### src/rtl/core/tsnef_pkg.sv
// Package for the text stream number/escape filter: payload and queue types,
// character codes, register indexes and output position layout.
// No dependencies.
`timescale 1ns / 1ps

package tsnef_pkg;

  localparam int NUMBER_DIGITS = 6;
  localparam int BCD_W         = 4 * NUMBER_DIGITS;

  // Output positions of one command: digits (most significant first), tab,
  // dollar, caret, body byte.
  localparam int POS_TAB    = NUMBER_DIGITS;
  localparam int POS_DOLLAR = NUMBER_DIGITS + 1;
  localparam int POS_CARET  = NUMBER_DIGITS + 2;
  localparam int POS_BODY   = NUMBER_DIGITS + 3;
  localparam int MASK_W     = NUMBER_DIGITS + 4;

  localparam int QUEUE_DEPTH = 2;
  localparam int QUEUE_AW    = $clog2(QUEUE_DEPTH);

  localparam int CFG_IDX_W  = 3;
  localparam int CFG_DATA_W = 2;

  typedef enum logic [CFG_IDX_W-1:0] {
    CFG_NUMBER_MODE      = 3'd0,
    CFG_SQUEEZE_BLANK    = 3'd1,
    CFG_SHOW_ENDS        = 3'd2,
    CFG_SHOW_TABS        = 3'd3,
    CFG_SHOW_NONPRINTING = 3'd4
  } cfg_index_t;

  localparam logic [1:0] NUM_MODE_OFF      = 2'd0;
  localparam logic [1:0] NUM_MODE_ALL      = 2'd1;
  localparam logic [1:0] NUM_MODE_NONBLANK = 2'd2;

  localparam logic [7:0] CH_TAB    = 8'h09;
  localparam logic [7:0] CH_NL     = 8'h0A;
  localparam logic [7:0] CH_SPACE  = 8'h20;
  localparam logic [7:0] CH_DOLLAR = 8'h24;
  localparam logic [7:0] CH_ZERO   = 8'h30;
  localparam logic [7:0] CH_QMARK  = 8'h3F;
  localparam logic [7:0] CH_I      = 8'h49;
  localparam logic [7:0] CH_CARET  = 8'h5E;
  localparam logic [7:0] CH_DEL    = 8'h7F;
  localparam logic [7:0] CTRL_LIMIT = 8'd32;
  localparam logic [7:0] ESC_OFFSET = 8'd64;

  typedef struct packed {
    logic [7:0] in_byte;
    logic       file_start;
  } in_item_t;

  typedef struct packed {
    logic [7:0] out_byte;
    logic       last;
  } out_item_t;

  // One classified input byte: which output positions it produces, the line
  // number to print and the body byte (raw or second escape character).
  typedef struct packed {
    logic [MASK_W-1:0] mask;
    logic [BCD_W-1:0]  bcd;
    logic [7:0]        body;
  } cmd_t;

  typedef struct packed {
    logic full;
    logic empty;
  } q_stat_t;

endpackage

### src/rtl/core/text_stream_number_escape_filter.sv
// Text stream filter with line numbering, blank-line squeezing and escapes.
// Input transactions carry one byte and a file start flag; each produces
// zero to nine output transactions of one byte each, the final one marked
// by last. A squeezed blank line produces no output transaction at all.
// Options are written through the cfg port (index, data, write enable) and
// must only change while no transaction is in flight.
// The front end classifies one byte per cycle, unless the queue is full,
// into a command; a two-entry queue feeds the back end, which emits one
// output byte per cycle while out_stall is low. Plain bytes therefore flow
// at one per cycle; an input byte occupies the back end until all the bytes
// it yields (1 to 9, up to 9 when a line number precedes an escaped byte)
// are out, so the input is stalled while long expansions drain once the queue fills.
// With the back end idle, an accepted byte passes through the queue and
// the current command register to the output register.
// When out_stall is high the output register holds its transaction and the
// back end and queue fill up in turn before in_stall rises.
// Synchronous reset clears the options, the line number (back to one) and
// all queued transactions.
// Depends on tsnef_pkg, tsnef_front, tsnef_queue and tsnef_back.
`timescale 1ns / 1ps

module text_stream_number_escape_filter import tsnef_pkg::*; (
  input  logic                  clk,
  input  logic                  rst_n,
  input  logic                  in_valid,
  output logic                  in_stall,
  input  in_item_t              in_data,
  output logic                  out_valid,
  input  logic                  out_stall,
  output out_item_t             out_data,
  input  logic                  cfg_we,
  input  logic [CFG_IDX_W-1:0]  cfg_index,
  input  logic [CFG_DATA_W-1:0] cfg_wdata
);

  q_stat_t q_stat;
  logic    q_push, q_pop;
  cmd_t    q_cmd, q_head;

  tsnef_front u_front (
    .clk       (clk),
    .rst_n     (rst_n),
    .in_valid  (in_valid),
    .in_stall  (in_stall),
    .in_data   (in_data),
    .cfg_we    (cfg_we),
    .cfg_index (cfg_index),
    .cfg_wdata (cfg_wdata),
    .q_stat    (q_stat),
    .q_push    (q_push),
    .q_cmd     (q_cmd)
  );

  tsnef_queue u_queue (
    .clk      (clk),
    .rst_n    (rst_n),
    .push     (q_push),
    .push_cmd (q_cmd),
    .pop      (q_pop),
    .head     (q_head),
    .stat     (q_stat)
  );

  tsnef_back u_back (
    .clk       (clk),
    .rst_n     (rst_n),
    .head      (q_head),
    .q_stat    (q_stat),
    .q_pop     (q_pop),
    .out_valid (out_valid),
    .out_stall (out_stall),
    .out_data  (out_data)
  );

endmodule

### src/rtl/core/tsnef_front.sv
// Front end: configuration registers, line state and classification of each
// input byte into a command for the back end. Depends on tsnef_pkg.
`timescale 1ns / 1ps

module tsnef_front import tsnef_pkg::*; (
  input  logic                  clk,
  input  logic                  rst_n,
  input  logic                  in_valid,
  output logic                  in_stall,
  input  in_item_t              in_data,
  input  logic                  cfg_we,
  input  logic [CFG_IDX_W-1:0]  cfg_index,
  input  logic [CFG_DATA_W-1:0] cfg_wdata,
  input  q_stat_t               q_stat,
  output logic                  q_push,
  output cmd_t                  q_cmd
);

  logic [1:0]       number_mode_r;
  logic             squeeze_r, show_ends_r, show_tabs_r, show_np_r;
  logic             prev_nl_r, prev_nl_nxt;
  logic [1:0]       blank_run_r, blank_run_nxt;
  logic [BCD_W-1:0] bcd_r, bcd_nxt;

  logic             accept;
  logic             pn;
  logic [1:0]       br;
  logic [BCD_W-1:0] bcd_cur;
  logic [7:0]       c;
  logic             is_nl, sq_sup, num_en, dollar_en, tab_esc, np_esc, body_en;
  logic [7:0]       body;

  function automatic logic [BCD_W-1:0] bcd_inc(input logic [BCD_W-1:0] v);
    logic [BCD_W-1:0] r;
    logic             carry;
    logic             all9;
    r     = v;
    carry = 1'b1;
    all9  = 1'b1;
    for (int i = 0; i < NUMBER_DIGITS; i++) begin
      if (v[4*i +: 4] != 4'd9) all9 = 1'b0;
    end
    for (int i = 0; i < NUMBER_DIGITS; i++) begin
      if (carry) begin
        if (r[4*i +: 4] == 4'd9) begin
          r[4*i +: 4] = 4'd0;
        end else begin
          r[4*i +: 4] = 4'(r[4*i +: 4] + 4'd1);
          carry       = 1'b0;
        end
      end
    end
    return all9 ? v : r;
  endfunction

  assign in_stall = q_stat.full;
  assign accept   = in_valid && !q_stat.full;

  always_comb begin
    c       = in_data.in_byte;
    pn      = in_data.file_start ? 1'b1 : prev_nl_r;
    br      = in_data.file_start ? 2'd0 : blank_run_r;
    bcd_cur = in_data.file_start ? BCD_W'(1) : bcd_r;
    is_nl   = (c == CH_NL);

    sq_sup        = 1'b0;
    blank_run_nxt = br;
    if (squeeze_r) begin
      if (pn && is_nl) begin
        sq_sup = (br != 2'd0);
        if (br < 2'd2) blank_run_nxt = 2'(br + 2'd1);
      end else begin
        blank_run_nxt = 2'd0;
      end
    end

    case (number_mode_r)
      NUM_MODE_OFF:      num_en = 1'b0;
      NUM_MODE_ALL:      num_en = (blank_run_nxt <= 2'd1) && pn;
      NUM_MODE_NONBLANK: num_en = pn && !is_nl;
      // The unused fourth code numbers non-blank lines as well.
      default:           num_en = pn && !is_nl;
    endcase

    dollar_en = show_ends_r && (blank_run_nxt <= 2'd1) && is_nl;
    tab_esc   = show_tabs_r && (c == CH_TAB);
    np_esc    = show_np_r &&
                (((c != CH_TAB) && !is_nl && (c < CTRL_LIMIT)) || (c == CH_DEL));
    body_en   = tab_esc || np_esc || !sq_sup;

    if (tab_esc)         body = CH_I;
    else if (c == CH_DEL && np_esc) body = CH_QMARK;
    else if (np_esc)     body = 8'(c + ESC_OFFSET);
    else                 body = c;

    q_cmd.mask                          = '0;
    q_cmd.mask[NUMBER_DIGITS-1:0]       = {NUMBER_DIGITS{num_en}};
    q_cmd.mask[POS_TAB]                 = num_en;
    q_cmd.mask[POS_DOLLAR]              = dollar_en;
    q_cmd.mask[POS_CARET]               = tab_esc || np_esc;
    q_cmd.mask[POS_BODY]                = body_en;
    q_cmd.bcd                           = bcd_cur;
    q_cmd.body                          = body;

    bcd_nxt     = num_en ? bcd_inc(bcd_cur) : bcd_cur;
    prev_nl_nxt = is_nl;
  end

  // A squeezed newline with nothing to print produces no command at all.
  assign q_push = accept && (q_cmd.mask != '0);

  always_ff @(posedge clk) begin
    if (!rst_n) begin
      prev_nl_r   <= 1'b1;
      blank_run_r <= 2'd0;
      bcd_r       <= BCD_W'(1);
    end else if (accept) begin
      prev_nl_r   <= prev_nl_nxt;
      blank_run_r <= blank_run_nxt;
      bcd_r       <= bcd_nxt;
    end
  end

  always_ff @(posedge clk) begin
    if (!rst_n) begin
      number_mode_r <= NUM_MODE_OFF;
      squeeze_r     <= 1'b0;
      show_ends_r   <= 1'b0;
      show_tabs_r   <= 1'b0;
      show_np_r     <= 1'b0;
    end else if (cfg_we) begin
      unique case (cfg_index_t'(cfg_index))
        CFG_NUMBER_MODE:      number_mode_r <= cfg_wdata[1:0];
        CFG_SQUEEZE_BLANK:    squeeze_r     <= cfg_wdata[0];
        CFG_SHOW_ENDS:        show_ends_r   <= cfg_wdata[0];
        CFG_SHOW_TABS:        show_tabs_r   <= cfg_wdata[0];
        CFG_SHOW_NONPRINTING: show_np_r     <= cfg_wdata[0];
        default: ;
      endcase
    end
  end

endmodule

### src/rtl/core/tsnef_queue.sv
// Short command queue between the front and back ends.
// Depends on tsnef_pkg.
`timescale 1ns / 1ps

module tsnef_queue import tsnef_pkg::*; (
  input  logic    clk,
  input  logic    rst_n,
  input  logic    push,
  input  cmd_t    push_cmd,
  input  logic    pop,
  output cmd_t    head,
  output q_stat_t stat
);

  cmd_t                mem_r [QUEUE_DEPTH];
  logic [QUEUE_AW-1:0] wr_ptr_r, rd_ptr_r;
  logic [QUEUE_AW:0]   count_r, count_nxt;

  assign head       = mem_r[rd_ptr_r];
  assign stat.full  = (count_r == (QUEUE_AW+1)'(QUEUE_DEPTH));
  assign stat.empty = (count_r == '0);

  always_comb begin
    count_nxt = count_r;
    if (push && !pop)      count_nxt = (QUEUE_AW+1)'(count_r + 1'b1);
    else if (!push && pop) count_nxt = (QUEUE_AW+1)'(count_r - 1'b1);
  end

  always_ff @(posedge clk) begin
    if (!rst_n) begin
      wr_ptr_r <= '0;
      rd_ptr_r <= '0;
      count_r  <= '0;
    end else begin
      if (push) wr_ptr_r <= QUEUE_AW'(wr_ptr_r + 1'b1);
      if (pop)  rd_ptr_r <= QUEUE_AW'(rd_ptr_r + 1'b1);
      count_r <= count_nxt;
    end
  end

  always_ff @(posedge clk) begin
    if (push) mem_r[wr_ptr_r] <= push_cmd;
  end

endmodule

### src/rtl/core/tsnef_back.sv
// Back end: expands the head command into output bytes, one per cycle while
// out_stall is low, and holds them in the output register. Depends on tsnef_pkg.
`timescale 1ns / 1ps

module tsnef_back import tsnef_pkg::*; (
  input  logic      clk,
  input  logic      rst_n,
  input  cmd_t      head,
  input  q_stat_t   q_stat,
  output logic      q_pop,
  output logic      out_valid,
  input  logic      out_stall,
  output out_item_t out_data
);

  logic              cur_valid_r;
  logic [MASK_W-1:0] cur_mask_r;
  logic [BCD_W-1:0]  cur_bcd_r;
  logic [7:0]        cur_body_r;
  logic              out_valid_r;
  out_item_t         out_data_r;

  logic              out_free, emit, is_last;
  logic [MASK_W-1:0] low_bit, rem_mask;
  logic [7:0]        pos_byte [MASK_W];
  logic [7:0]        sel_byte;
  logic              seen;
  logic [3:0]        digit;

  assign out_free = !out_valid_r || !out_stall;
  assign emit     = cur_valid_r && out_free;
  assign low_bit  = cur_mask_r & MASK_W'(~cur_mask_r + 1'b1);
  assign rem_mask = cur_mask_r & ~low_bit;
  assign is_last  = (rem_mask == '0);
  assign q_pop    = !q_stat.empty && (!cur_valid_r || (emit && is_last));

  always_comb begin
    // Digits go out most significant first; leading zeros become spaces,
    // but the units digit is always printed.
    seen = 1'b0;
    for (int k = 0; k < NUMBER_DIGITS; k++) begin
      digit = cur_bcd_r[4*(NUMBER_DIGITS-1-k) +: 4];
      if (digit != 4'd0 || k == NUMBER_DIGITS - 1) seen = 1'b1;
      pos_byte[k] = seen ? (CH_ZERO | {4'd0, digit}) : CH_SPACE;
    end
    pos_byte[POS_TAB]    = CH_TAB;
    pos_byte[POS_DOLLAR] = CH_DOLLAR;
    pos_byte[POS_CARET]  = CH_CARET;
    pos_byte[POS_BODY]   = cur_body_r;

    sel_byte = '0;
    for (int k = 0; k < MASK_W; k++) begin
      if (low_bit[k]) sel_byte = sel_byte | pos_byte[k];
    end
  end

  always_ff @(posedge clk) begin
    if (!rst_n) begin
      cur_valid_r <= 1'b0;
      cur_mask_r  <= '0;
    end else if (q_pop) begin
      cur_valid_r <= 1'b1;
      cur_mask_r  <= head.mask;
    end else if (emit) begin
      cur_valid_r <= !is_last;
      cur_mask_r  <= rem_mask;
    end
  end

  always_ff @(posedge clk) begin
    if (q_pop) begin
      cur_bcd_r  <= head.bcd;
      cur_body_r <= head.body;
    end
  end

  always_ff @(posedge clk) begin
    if (!rst_n) begin
      out_valid_r <= 1'b0;
    end else if (emit) begin
      out_valid_r <= 1'b1;
    end else if (!out_stall) begin
      out_valid_r <= 1'b0;
    end
  end

  always_ff @(posedge clk) begin
    if (emit) begin
      out_data_r.out_byte <= sel_byte;
      out_data_r.last     <= is_last;
    end
  end

  assign out_valid = out_valid_r;
  assign out_data  = out_data_r;

endmodule
### config.mk
export PLATFORM = sky130hd
export DESIGN_NAME = text_stream_number_escape_filter
export DESIGN_NICKNAME = d
export VERILOG_FILES = /design/src/rtl/core/tsnef_pkg.sv /design/src/rtl/core/text_stream_number_escape_filter.sv /design/src/rtl/core/tsnef_front.sv /design/src/rtl/core/tsnef_queue.sv /design/src/rtl/core/tsnef_back.sv
export SDC_FILE = /design/constraint.sdc
export NUM_CORES = 1
export LEC_CHECK = 0
export ABC_AREA = 1
export BUFFER_PORTS_ARGS = -buffer_cell sky130_fd_sc_hd__buf_2
export CAP_MARGIN = 20
export CELL_PAD_IN_SITES_DETAIL_PLACEMENT = 1
export CELL_PAD_IN_SITES_GLOBAL_PLACEMENT = 1
export CORE_AREA = 5 5 111 154
export DETAILED_ROUTE_END_ITERATION = 16
export DIE_AREA = 0 0 116 159
export MAX_ROUTING_LAYER = met4
export PLACE_DENSITY = 0.8
export SETUP_SLACK_MARGIN = 0.2
export SYNTH_ARGS = -nofsm -noshare
export SYNTH_HDL_FRONTEND = slang
export SYNTH_SLANG_ARGS = --single-unit
### constraint.sdc
create_clock -name clk -period 9.4 [get_ports clk]
set_input_delay 1.88 -clock clk [delete_from_list [all_inputs] [get_ports clk]]
set_output_delay 1.88 -clock clk [all_outputs]
set_load 0.1 [all_outputs]
# Word-level counts from Yosys, hierarchy flattened
# Memories as Yosys holds them, arrays and structs flattened. A register that Yosys moved wholly into a read port is not among the register bits.
# Cells that the tools add are included.
word_totals:
  ff_bits: 90
  mem_bits_rw: 84
  output_inout_bits: 11
  memories: 1
memory_table:
  columns: ["memory", "words", "width", "rd", "rd_ports_with_merged_regs", "write_ports", "line", "text"]
  rows:
  - ["u_queue.mem_r", 2, 42, 1, 1, 1, "tsnef_queue.sv:15", "cmd_t mem_r [QUEUE_DEPTH];"]
classes:
  add_sub_neg: 13
  order_cmp: 3
  n_eq_ne: 23
  n_mux: 72
  bitwise_logic: 10
  reduce_logical: 50
ops:
  columns: ["op", "n"]
  rows:
  - ["$mux 8", 10]
  - ["$mux 24", 3]
  - ["$mux 4", 12]
  - ["$or 8x8->8", 5]
  - ["$mux 1", 31]
  - ["$mux 5", 5]
  - ["$add 4x1->4 const B", 6]
  - ["$eq 4x4->1 const B", 6]
  - ["$ne 4x4->1 const B", 6]
  - ["$and 10x10->10", 2]
  - ["$mux 10", 2]
  - ["$not 10->10", 2]
  - ["$reduce_bool 4->1", 5]
  - ["$logic_and 1x1->1", 17]
  - ["$eq 8x4->1 const B", 2]
  - ["$mux 2", 6]
  - ["$add 10x1->10 const B", 1]
  - ["$logic_not 1->1", 10]
  - ["$logic_not 10->1", 1]
  - ["$reduce_and 2->1", 5]
  - ["$reduce_bool 10->1", 1]
  - ["$add 8x7->8 const B", 1]
  - ["$eq 8x7->1 const B", 1]
  - ["$lt 8x6->1 const B", 1]
  - ["20 further kinds", 30]

# Longest topological paths before layout
logic_depth:
  word_depth: 19
  mapped_depth: 18
  depth_no_buf: 16

# Cells and area by module
# A second synthesis with hierarchy kept.
hier_totals:
  cells_unflattened: 858
  hier_area_um2: 8667.1
modules_own_cells:
  columns: ["module", "n_inst", "cells_each", "area_per_inst_um2"]
  rows:
  - ["tsnef_queue", 1, 166, 3464.6]
  - ["tsnef_front", 1, 460, 2777.7]
  - ["tsnef_back", 1, 232, 2424.8]

# Least setup slack after synthesis
# Ideal clock, no wire load.
synth_path:
  path_kind: "in2reg"
  start: "input in_data[0] in the netlist's numbering"
  end: "memory u_queue.mem_r[1][0] in the netlist's numbering, enable pin"
  t_arrival_ns: 4.566
  setup_slack_ns: 4.403
  stages: 13
  path_cell_list: "inv_4 > buf_2 > nand2_1 > ha_1 > nor2_1 > nand4_1 > nand3_1 > nand2_1 > nand2_1 > buf_2 > nand3b_1 > nand2_1 > nor2_1"
synth_via:
  elab_chain_len: 12
  elab_cells_between_ends: 23
  cone_classes: "add/sub (1); order compare (2); mux (10); reduce/logical (10)"
synth_lines:
  columns: ["item", "line", "text"]
  rows:
  - ["start: declaration", "text_stream_number_escape_filter.sv:27", "input in_item_t in_data,"]
  - ["$mux 2", "tsnef_front.sv:62", "br = in_data.file_start ? 2'd0 : blank_run_r;"]
  - ["$add 2x1->2 / $lt 2x2->1 (equally long branches)", "tsnef_front.sv:71", "if (br < 2'd2) blank_run_nxt = 2'(br + 2'd1);"]
  - ["$mux 2", "tsnef_front.sv:71", null]
  - ["$mux 2", "tsnef_front.sv:69", "if (pn && is_nl) begin"]
  - ["$mux 2", "tsnef_front.sv:68", "if (squeeze_r) begin"]
  - ["$le 2x1->1", "tsnef_front.sv:79, tsnef_front.sv:85", null]
  - ["$logic_and 1x1->1, on equally long branches", "tsnef_front.sv:79, tsnef_front.sv:85", null]
  - ["$pmux 1 s2 / $logic_and 1x1->1 (equally long branches)", "tsnef_front.sv:77, tsnef_front.sv:85", null]
  - ["$reduce_bool 10->1 (*)", "tsnef_front.sv:110", "assign q_push = accept && (q_cmd.mask != '0);"]
  - ["$logic_and 1x1->1 (*)", "tsnef_front.sv:110", null]
  - ["$mux 1 (*)", "tsnef_queue.sv:42", "if (push) mem_r[wr_ptr_r] <= push_cmd;"]
  - ["$mux 1 (implied by the code) (*)", "tsnef_queue.sv:42", null]
  - ["end: declaration", "tsnef_queue.sv:15", null]
# Mark *: on every way between the ends. The rest lies on a longest branch, timed or not.

# Worst setup path after layout
layout_path:
  start: "input in_data[0] in the netlist's numbering"
  end: "register u_queue.count_r[1]"
layout_via:
  elab_chain_len: 13
  elab_cells_between_ends: 26
  cone_classes: "add/sub (1); order compare (2); mux (9); reduce/logical (14)"
layout_lines:
  columns: ["item", "line", "text"]
  rows:
  - ["$mux 2", "tsnef_front.sv:62", null]
  - ["$add 2x1->2 / $lt 2x2->1 (equally long branches)", "tsnef_front.sv:71", null]
  - ["$mux 2", "tsnef_front.sv:71", null]
  - ["$mux 2", "tsnef_front.sv:69", null]
  - ["$mux 2", "tsnef_front.sv:68", null]
  - ["$le 2x1->1", "tsnef_front.sv:79, tsnef_front.sv:85", null]
  - ["$logic_and 1x1->1, on equally long branches", "tsnef_front.sv:79, tsnef_front.sv:85", null]
  - ["$pmux 1 s2 / $logic_and 1x1->1 (equally long branches)", "tsnef_front.sv:77, tsnef_front.sv:85", null]
  - ["$reduce_bool 10->1 (*)", "tsnef_front.sv:110", null]
  - ["$logic_and 1x1->1 (*)", "tsnef_front.sv:110", null]
  - ["$logic_not 1->1", "tsnef_queue.sv:26", "else if (!push && pop) count_nxt = (QUEUE_AW+1)'(count_r - 1'b1);"]
  - ["$logic_and 1x1->1", "tsnef_queue.sv:26", null]
  - ["$reduce_bool 2->1 (no source line)", null, null]
  - ["end signal: assignment", "tsnef_queue.sv:37", "count_r <= count_nxt;"]
  - ["end: declaration", "tsnef_queue.sv:17", "logic [QUEUE_AW:0] count_r, count_nxt;"]
# Marks and branches as above.
# A chain may end at the register's enable or synchronous reset.

==> flow_metrics.py <==
metrics = {
    "finish": {
        "n_antenna_cell": 0,
        "utilization": 0.554,
        "syn_to_final_growth_pct": 11.3,
        "post_route_cells_drive_above_1_share": 0.109,
        "final_area_um2": 8600,
        "num-nets-final": 932,
    },
    "synthesis": {
        "yosys-mux-area-fraction": 0.00259,
        "ys_types": 47,
        "synth_xor_xnor_area_share": 0.00567,
        "synthSimpleGateAreaFrac": 0.254,
        "synth_top_family_by_area": "simple AND/OR/NAND/NOR gates",
        "avgSynthCellArea_um2": 8.74,
        "yosysSeqAreaShare": 0.569,
        "ys_seq_elements": 163,
        "syn_nets": 908,
        "syn_inst": 884,
        "ys_warn_count": 0,
        "synth_compound_area_frac": 0.0874,
        "syn_area_um2": 7730,
        "synth_adder_area_share": 0.00810,
    },
    "sta": {
        "layout_min_cycle_time_ns": 4.79,
        "setup_viol": 0,
        "worst_slew_pin_slew_ns": 1.02,
        "max_freq_mhz": 209,
        "rsz0062_at_grt": "false",
        "slew_viol_final": 0,
        "fin_setup_tns_ns": 0,
        "hold_viol_final": 0,
        "slew_headroom": 0.315,
        "fin_crit_sh": 0.509,
        "fin_skew_ns": 0.0129,
    },
    "global_routing": {
        "antenna_found_initial": 0,
        "grt_max_degree": 38,
        "grt_pass1_wl_mm": 32.6,
        "grt_overflow": 0,
        "grt_pass1_vias": 6652,
        "grtUsageTotal": 0.230,
    },
    "die": {
        "die_y_um": 159,
        "core_um2": 15500,
        "start_util": 0.497,
        "core.rowCount": 54,
        "die_w_um": 116,
        "dieArea_um2": 18400,
        "ioPinCount": 30,
    },
    "power": {
        "p_seq_frac": 0.419,
        "p_switching_mw": 1.03,
        "sw_frac_of_total": 0.397,
        "p_per_area_nw_per_um2": 301,
        "p_clk_frac": 0.254,
        "p_int_mw": 1.56,
        "p_comb_frac": 0.327,
        "p_leak_nw": 3.66,
        "ir_worst_vdd_v": 0.000218,
    },
    "clock_tree": {
        "root_buffer": "clkbuf_16",
        "clk_path_buf_depth": 2,
        "tritoncts": "yes",
        "hold_buffers": 0,
        "cts_setup_buffers": 0,
        "cts.repair.resized": 0,
        "cts.sinks": 163,
        "htree_levels": 4,
        "clk_pin_slew_ns": 0.07,
        "clock_latency_ns": 0.43,
        "cts_made_buffers": 17,
    },
    "critical_path": {
        "critPathSlowestCell": "nand2_1",
        "cpMostUsedCell": "nand2_1",
        "cp_data_arrival_time_ns": 5.10,
        "required_ns": 9.71,
        "worst-path-buf-inv": 3,
        "critical-path-top-delay-family": "simple AND/OR/NAND/NOR gates",
        "cp-end-kind": "flop",
        "worstSetupPathType": "input pin to flop",
        "worstSetupStartpointType": "input pin",
        "cpPeakStageDelay_ns": 0.58,
        "crit_chain": "buf_2 -> inv_4 -> nand2_1 -> ha_1 -> nor2_1 -> nand4_1 -> nand3_1 -> nand2_1 -> nand2_1 -> nand3b_1 -> nand2_1 -> inv_1 -> ha_1 -> a21oi_1 -> o21ai_0 -> o21ai_0 -> a21oi_1",
        "crit_fanout": 24,
    },
    "run": {
        "max-cap-violations": 0,
    },
    "routing": {
        "first_pass_iters": 6,
        "antenna_left": 0,
        "vias": 6099,
        "wl_per_cell_um": 17.6,
        "first_iter_violations": 392,
        "totalWireLength_mm": 19.7,
        "drt_drc_violations_left": 0,
        "viasPerCell": 5.46,
    },
    "place": {
        "place_area_um2": 8040,
        "dp_hpwl_mm": 14.1,
        "portBuffers": 29,
        "gp_congestion": 0.908,
    },
    "min_path": {
        "hold_class": "flop to flop",
    },
    "run_status": {
        "status": "finished clean",
    },
}
## registers in the layout, indices dropped and copies added, names as in the netlist, 8 cells and up, named ones only
| name | count |
|---|---|
| u_back.cur_bcd_r | 24 |
| u_back.cur_body_r | 8 |
| u_back.cur_mask_r | 10 |
| u_back.out_data | 9 |
| u_front.bcd_r | 24 |
| u_queue.mem_r | 72 |
## worst reg2reg max path, stage by stage, from the launching register on
cell and delay, ns:
dfxtp_1 0.35, nand2_1 0.09, ha_1 0.21, nor2_1 0.11, nand4_1 0.16, nand3_1 0.15, nand2_1 0.07, nand2_1 0.58
nand3b_1 0.14, nand2_1 0.22, inv_1 0.08, ha_1 0.31, a21oi_1 0.13, o21ai_0 0.13, o21ai_0 0.18, a21oi_1 0.06
## power by group through the flow
stage	sequential [mW]	combinational [mW]	clock, mW
6_report	1.09	0.848	0.658
5_1_grt	1.10	0.937	0.703
4_1_cts	1.09	0.858	0.666
3_5_place_dp	1.10	0.848	0
3_3_place_gp	1.09	0.800	0
2_1_floorplan	1.22	0.482	0
## synth_stat cells, drive strengths merged
cell type	n	area share
a21oi	45	0.030
nand3	51	0.034
o21bai	1	0.00097
a31oi	5	0.0040
a211oi	1	0.00097
o2111ai	2	0.0023
o31ai	1	0.00097
nand2	276	0.14
inv	109	0.053
xor2	5	0.0057
o221ai	2	0.0023
nand4	20	0.018
o22ai	2	0.0016
clkbuf	23	0.011
dfxtp	50	0.13
a2111oi	1	0.0011
a22oi	3	0.0029
or2	1	0.00081
nor2	88	0.051
clkinv	2	0.00097
ha	5	0.0081
buf	9	0.0079
mux2i	2	0.0026
o211ai	6	0.0058
edfxtp	113	0.44
o21ai	47	0.031
a221oi	2	0.0023
nor3	5	0.0047
nor4	5	0.0040
nand3b	1	0.00097
o41ai	1	0.0011
## logic make-up (layout without fill, tap and decap cells)
family | Yosys count | after routing
flip-flops | 163 | 163
adder cells (fa/ha/maj) | 5 | 5
XOR/XNOR | 5 | 5
buffers and inverters | 143 | 180
multiplexers | 2 | 2
AND/OR/NAND/NOR | 447 | 447
AO/OA/AOI/OAI | 119 | 119
## per-layer routing
layer / vias up / global-route usage / part of all wire
met1: 2999 / 0.246 / 0.39
li1: 2971 / - / -
met5: - / - / 0
met3: 42 / 0.0365 / 0.025
met4: 0 / 0.103 / 0.039
met2: 87 / 0.411 / 0.55
## layout by cell type (no fill, tap or decap), types with 2 or more instances in the layout
cell type and n:
o21ai_0 43, a21oi_2 2, nor4_1 5, inv_2 2
clkbuf_16 17, a31oi_1 5, nand2_4 5, edfxtp_1 113
inv_6 5, o211ai_1 6, dfxtp_1 50, o2111ai_1 2
o21ai_1 3, nor3_1 4, a21oi_1 43, nor2_4 5
o22ai_1 2, nand2_2 5, buf_2 29, ha_1 5
a221oi_1 2, inv_1 106, nor2_2 7, nand2_1 266
nand4_1 19, clkinv_4 2, o221ai_1 2, nor2_1 75
clkbuf_1 2, buf_4 7, clkinvlp_4 4, a22oi_1 3
xor2_1 5, clkinv_1 2, nand3_1 50, mux2i_1 2
## area by class of cell
class	instances	area, um^2
clock buffers	19	433
clock inverters	13	126
fillers	1862	6940
inverters	111	419
multi-input cells	578	2770
flip-flops and latches	163	4390
well taps	196	245
repair buffers	37	213
## stage by stage
stage | worst slack, ns | power (mW) | hold slack (ns) | std cells
global placement | 4.38 | 1.89 | 0.446 | 1084
global route | 4.32 | 2.74 | 0.498 | 1117
CTS | 4.64 | 2.61 | 0.474 | 1117
floorplan | 4.40 | 1.70 | 0.424 | 884
detailed placement | 4.19 | 1.95 | 0.464 | 1085
finish | 4.61 | 2.59 | 0.465 | 1117
## final timing paths
kind	from	end	slack [ns]	depth (start not counted)
worst max-delay path	in_data[0]	u_queue.count_r[1]	4.61	17
worst min-delay path	u_front.show_tabs_r	u_front.show_tabs_r	0.47	2
worst max register to register	u_front.blank_run_r[1]	u_queue.count_r[1]	6.33	15
worst min register to register	u_front.show_tabs_r	u_front.show_tabs_r	0.47	2
Power figures use the tool's default switching activity.
